==> config.mk <==
export PLATFORM = sky130hd
export DESIGN_NAME = pdls_queue
export DESIGN_NICKNAME = d
export VERILOG_FILES = /design/src/hw/rtl/pdls_pkg.sv /design/src/hw/rtl/pdls_queue.sv
export SDC_FILE = /design/constraint.sdc
export NUM_CORES = 1
export LEC_CHECK = 0
export BUFFER_PORTS_ARGS = -buffer_cell sky130_fd_sc_hd__clkbuf_2
export CAP_MARGIN = 0
export CELL_PAD_IN_SITES_DETAIL_PLACEMENT = 0
export CELL_PAD_IN_SITES_GLOBAL_PLACEMENT = 1
export CORE_MARGIN = 8
export CORE_UTILIZATION = 50
export CTS_CLUSTER_DIAMETER = 120
export DETAILED_ROUTE_END_ITERATION = 12
export PLACE_DENSITY_LB_ADDON = 0.1
export SYNTH_ARGS = -nofsm -noshare
export SYNTH_HDL_FRONTEND = slang
export SYNTH_SLANG_ARGS = --single-unit
==> constraint.sdc <==
create_clock -name clk_i -period 6.15 [get_ports clk_i]
set_input_delay 1.23 -clock clk_i [delete_from_list [all_inputs] [get_ports clk_i]]
set_output_delay 1.23 -clock clk_i [all_outputs]
set_load 0.005 [all_outputs]
==> src/hw/rtl/pdls_pkg.sv <==
// Shared types, constants and helpers of the directional-light Phong shader.
package pdls_pkg;

  // Fixed-point constants
  localparam logic [14:0] OneQ14 = 15'd16384;
  localparam logic [14:0] KsQ16  = 15'd19661;  // specular strength 0.3 in Q0.16

  // Back pipeline step counts
  localparam int SqrtSteps = 30;  // root bits of |ray| in Q.14
  localparam int DivSteps  = 14;  // cosine quotient bits below 1.0
  localparam int PowSteps  = 8;   // exponent bits

  // Register indexes
  typedef enum logic [2:0] {
    REG_LIGHT_DIR_X = 3'd0,
    REG_LIGHT_DIR_Y = 3'd1,
    REG_LIGHT_DIR_Z = 3'd2,
    REG_LIGHT_RED   = 3'd3,
    REG_LIGHT_GREEN = 3'd4,
    REG_LIGHT_BLUE  = 3'd5,
    REG_AMBIENT     = 3'd6,
    REG_NONE        = 3'd7
  } reg_idx_e;

  localparam logic [15:0] RstLightDirX = 16'd0;
  localparam logic [15:0] RstLightDirY = 16'd16384;
  localparam logic [15:0] RstLightDirZ = 16'd0;
  localparam logic [15:0] RstColor     = 16'd4096;
  localparam logic [15:0] RstAmbient   = 16'd6554;

  typedef struct packed {
    logic signed [15:0] ray_x;
    logic signed [15:0] ray_y;
    logic signed [15:0] ray_z;
    logic signed [15:0] normal_x;
    logic signed [15:0] normal_y;
    logic signed [15:0] normal_z;
    logic [7:0]         shininess;
    logic               shadowed;
  } in_t;

  typedef struct packed {
    logic [17:0] out_red;
    logic [17:0] out_green;
    logic [17:0] out_blue;
  } out_t;

  typedef struct packed {
    logic signed [15:0] light_dir_x;
    logic signed [15:0] light_dir_y;
    logic signed [15:0] light_dir_z;
    logic [15:0]        light_red;
    logic [15:0]        light_green;
    logic [15:0]        light_blue;
    logic [15:0]        ambient_gain;
  } cfg_t;

  // Request handed from the front to the back
  typedef struct packed {
    logic               shadowed;
    logic [7:0]         shininess;
    logic [14:0]        kd;
    logic signed [41:0] t;   // -(ray . reflect), Q.14
    logic [31:0]        rr;  // ray . ray
  } job_t;

  // Queue status
  typedef struct packed {
    logic full;
    logic empty;
  } q_stat_t;

  // Q1.14 product, rounded half up
  function automatic logic [14:0] mul_q14(input logic [14:0] a, input logic [14:0] b);
    logic [29:0] p;
    p = 30'(a) * 30'(b);
    return 15'((p + 30'd8192) >> 14);
  endfunction

endpackage

==> src/hw/rtl/pdls_queue.sv <==
// Small request queue between front and back.
module pdls_queue #(
  parameter int Depth = 4
) (
  input  logic               clk_i,
  input  logic               rst_ni,
  input  logic               push_i,
  input  pdls_pkg::job_t     push_data_i,
  input  logic               pop_i,
  output pdls_pkg::job_t     head_o,
  output pdls_pkg::q_stat_t  stat_o
);

  localparam int PtrW = (Depth > 1) ? $clog2(Depth) : 1;
  localparam int CntW = $clog2(Depth + 1);

  pdls_pkg::job_t mem_q [Depth];
  logic [PtrW-1:0] wr_q, rd_q;
  logic [CntW-1:0] cnt_q;
  logic do_push, do_pop;

  assign stat_o.full  = (cnt_q == CntW'(Depth));
  assign stat_o.empty = (cnt_q == '0);
  assign do_push      = push_i && !stat_o.full;
  assign do_pop       = pop_i && !stat_o.empty;
  assign head_o       = mem_q[rd_q];

  always_ff @(posedge clk_i) begin
    if (do_push) begin
      mem_q[wr_q] <= push_data_i;
    end
  end

  // pointers and fill count
  always_ff @(posedge clk_i or negedge rst_ni) begin
    if (!rst_ni) begin
      wr_q  <= '0;
      rd_q  <= '0;
      cnt_q <= '0;
    end else begin
      if (do_push) wr_q <= (wr_q == PtrW'(Depth - 1)) ? '0 : wr_q + 1'b1;
      if (do_pop)  rd_q <= (rd_q == PtrW'(Depth - 1)) ? '0 : rd_q + 1'b1;
      if (do_push && !do_pop)      cnt_q <= cnt_q + 1'b1;
      else if (do_pop && !do_push) cnt_q <= cnt_q - 1'b1;
    end
  end

endmodule

==> metrics list <==
* Path type of the worst min-delay path: input pin to asynchronous set/reset pin
* Cell types occupying the most area after synthesis: sky130_fd_sc_hd__edfxtp_1, sky130_fd_sc_hd__mux4_2, sky130_fd_sc_hd__buf_12
* Top-level I/O count: 202
- In this run, flip-flops and latches consume between 40% and 50% of the power.
- The initial antenna violation count was 4.
- The number of max-slew violations in the final report was 0.
- Starting density of the core: about half
- Nature of the critical path endpoint: output pin
- The number of nets in the synthesized netlist is 658.
- TritonCTS sink count: 399
* Most used standard cells in the synthesized netlist: sky130_fd_sc_hd__edfxtp_1, sky130_fd_sc_hd__mux4_2, sky130_fd_sc_hd__buf_12, sky130_fd_sc_hd__buf_2, sky130_fd_sc_hd__dfrtp_1
- The via count of the first global-routing pass came to ~7,400.
* Hold-fix buffers at CTS: 0
- Routed wire length: ~28 mm
- At the end of routability-driven placement, the weighted congestion stood at 0.694.
* Core Util, Final: around 60%
- The detail route stage leaves a number of antenna-violating nets equal to 0.
- The clock tree synthesis step divided the H-tree into 2 levels.
* Most frequently used cell type in the post-synthesis netlist: sky130_fd_sc_hd__edfxtp_1
- Wire length of the first global-routing pass: between 40 and 50 mm
* Total count of hold-check failures in the final report: 0
- Once placement finished, the instance area stood at between 15,000 and 20,000 um2.
- The synthesized design contains ~400 register bits.
* Synth warnings: 0
* Placed cells: 1,121
* Outcome: complete, no violations
- Number of violations reported at the end of detailed-routing iteration 0: ~290
- Worst R2R Path Depth: 4
- Using the TritonRoute via totals, the vias-per-cell ratio works out to 5.48.
- Arrival time worst endpoint: roughly 2.9 ns
* Type of the worst setup path: flop to output pin
* Share of layout cells above drive strength 1: ~47%
- Clk pwr share: 27.2%
* Critical-path maximum fanout: 58
- In this run the post-CTS setup repair buffer count came out at 0.
- Reg-to-reg endpoint: mem_q[0][87]
- Reg2Reg Setup Slack: roughly 3.4 ns
* Chip Width: about 190 um
- Worst path setup slack after routing: 2.07 ns
* Startpoint type of the worst setup path: flop
- Total power draw: between 8 and 9 mW
* Uppermost signal routing layer after detailed routing: met5
- In this run the power density over the cells is between 400 and 500 nW/um2.
* Unrepaired setup endpoints after global routing: no
- TritonCTS built the clock tree.
* Peak VDD IR: 0.000284 V
- Clock period minus worst slack: 4.08 ns
- Measured against its own limit, the worst slew margin works out to a little under a quarter.
- Detail Route met3 WL: between 2 and 2.5 mm
- The final route contains between 6,000 and 7,000 vias.
- The cell count after synthesis came out at 549.
- Post-synth design cell area: 14,700 um2
- Primary flip-flop cell chosen by synthesis mapping: sky130_fd_sc_hd__edfxtp_1
- Leakage power: 5.90 nW
- Die area: approximately 35,000 um2
- Reg2Reg Launch Point: cnt_q[2]
* Count of different cell masters after synthesis: 22
- sky130_fd_sc_hd__edfxtp_1 takes more of the synthesized area than any other cell.
- Count of input and output buffers: between 200 and 250
* Number of enable-type register cells in the synthesized netlist: 392
* Post-Route Skew: roughly 0.0067 ns
* Core ar.: about 29,000 um2
* Cts bufs inserted: 40
- Final routed DRC violation total: 0
- Summed over all nets, wire length on met2 after detailed routing comes to 14.7 mm.
* Cell-internal power: between 5 and 6 mW
- Fraction of registers with async set/reset: between 1.5 and 2%
- After layout, the worst path uses approximately 66% of the clock period.
* Filler Cells Inserted: 2,120
- In this run the power spent charging and discharging nets is 2.24 mW.
- Worst Tran Pin Value: 1.15 ns
- Adding up every negative setup slack in the final design gives 0 ns.
* Clock Root Buffer: sky130_fd_sc_hd__clkbuf_16
- Before CTS, the worst setup slack after placement is roughly 2.5 ns.
- Cell Rows: slightly above 60
- Total of max-cap violations: 0
* Post-route design area: roughly 17,000 um2
- Total GRT Usage: 15.9%
- Antenna Diode Count: 0
- No sink is reached through more buffers than the 3 on the longest clock path.
- At the later pin of the worst-skew pair, clock insertion delay measures about 0.52 ns.
- Once layout is complete, the cells apart from fillers number approximately 1,200.
* Clk pin slew, worst setup/hold paths: around 0.060 ns
- At the worst endpoint, the required time is 4.92 ns.
* Number of resized instances in the post-cts repair step: 0
- Total of endpoints with negative setup slack in the final report: 0
- The wire-length estimate of the detail-placed layout is approximately 17 mm.
- First-pass detailed-route iteration total: 4
- Across all hold checks on the routed design, the worst slack comes to 0.542 ns.
- After detailed routing, the average wire length per cell comes to 23.5 um.
* Seq/Total Area, Yosys: between 80% and 90%
- Timing-limited maximum frequency: ~250 MHz
- Maximum number of pins on one net before global-route repair: roughly 70
- Top cell type's share of synthesized area: 80.1%
- Compared with the post-synthesis result, the final layout area differs by 17.1%.
- Chip height: 187 um
* Switching power as a share of total power: between 20% and 30%
- For this block, wires on met1 add up to roughly 11 mm.
* Sum of overflow across all layers after global routing: 0
- Combinational logic burns about a quarter of the power.
- Final #Nets: between 800 and 900
* Syn avg cell area: about 27 um2
flip-flops by register name, indices dropped and copies added, names as in the netlist:
register and count:
mem_q 392, wr_q 2, rd_q 2, cnt_q 3
cell usage in the layout, fill, tap and decap left out, drive strengths merged:
master | synthesis | routed
mux4 | 98 | 98
dfrtp | 7 | 7
nor2b | 1 | 1
buf | 22 | 9
o31ai | 1 | 1
xor2 | 2 | 2
mux2 | 4 | 4
fa | 1 | 1
ha | 6 | 6
xnor2 | 1 | 1
bufinv | 0 | 1
and2 | 3 | 3
nor3 | 2 | 2
clkinvlp | 0 | 2
nand2 | 1 | 1
clkbuf | 0 | 255
edfxtp | 392 | 392
inv | 3 | 5
clkinv | 0 | 12
nor2 | 3 | 3
nor3b | 1 | 1
a21o | 1 | 1
per-layer routing:
| metal | vias up | track usage (%) |
|---|---|---|
| li1 | 2849 | - |
| met1 | 3447 | 18.4 |
| met2 | 179 | 28.2 |
| met3 | 45 | 5.10 |
| met4 | 8 | 4.48 |
| met5 | - | 0 |
critical path: stages, from the launching register on:
cell and delay, ns:
sky130_fd_sc_hd__dfrtp_4 0.96, sky130_fd_sc_hd__buf_4 0.66, sky130_fd_sc_hd__mux4_2 0.46, sky130_fd_sc_hd__clkbuf_2 0.14
power groups by stage:
stage | registers [mW] | logic [mW] | clock network (mW)
2_1_floorplan | 3.79 | 1.52 | 0
3_3_place_gp | 3.94 | 2.11 | 0
3_5_place_dp | 3.97 | 2.13 | 0
4_1_cts | 3.92 | 2.14 | 2.28
5_1_grt | 3.96 | 2.24 | 2.39
6_report | 3.89 | 2.05 | 2.22
worst max path at each step:
stage | from | endpoint | slack [ns]
after floorplan | push_i | mem_q[3][0] | 0.20
after global placement | rd_q[0] | head_o[7] | 2.49
after detailed placement | rd_q[0] | head_o[7] | 2.47
after CTS | rd_q[0] | head_o[7] | 1.93
after global routing | rd_q[0] | head_o[7] | 1.81
final | rd_q[1] | head_o[8] | 2.07
cells by family after synthesis:
group,synth area share [%]
DFF,81.2
muxes,15.4
buffers and inverters,1.91
and+or+nand+nor,0.519
adders and majority gates,0.647
xor gates and xnor gates,0.179
AOI/OAI and AO/OA,0.136
layout make-up:
type	count	area [um2]	area share (%)
Clock inverter	17	120	0.698
Sequential cell	399	12000	69.4
Clock buffer	54	1080	6.30
Timing Repair Buffer	210	1070	6.24
Multi-Input combinational cell	125	2490	14.5
Inverter	3	11.3	0.0654
Tap cell	384	480	2.79
(Power assumes the default switching activity.)
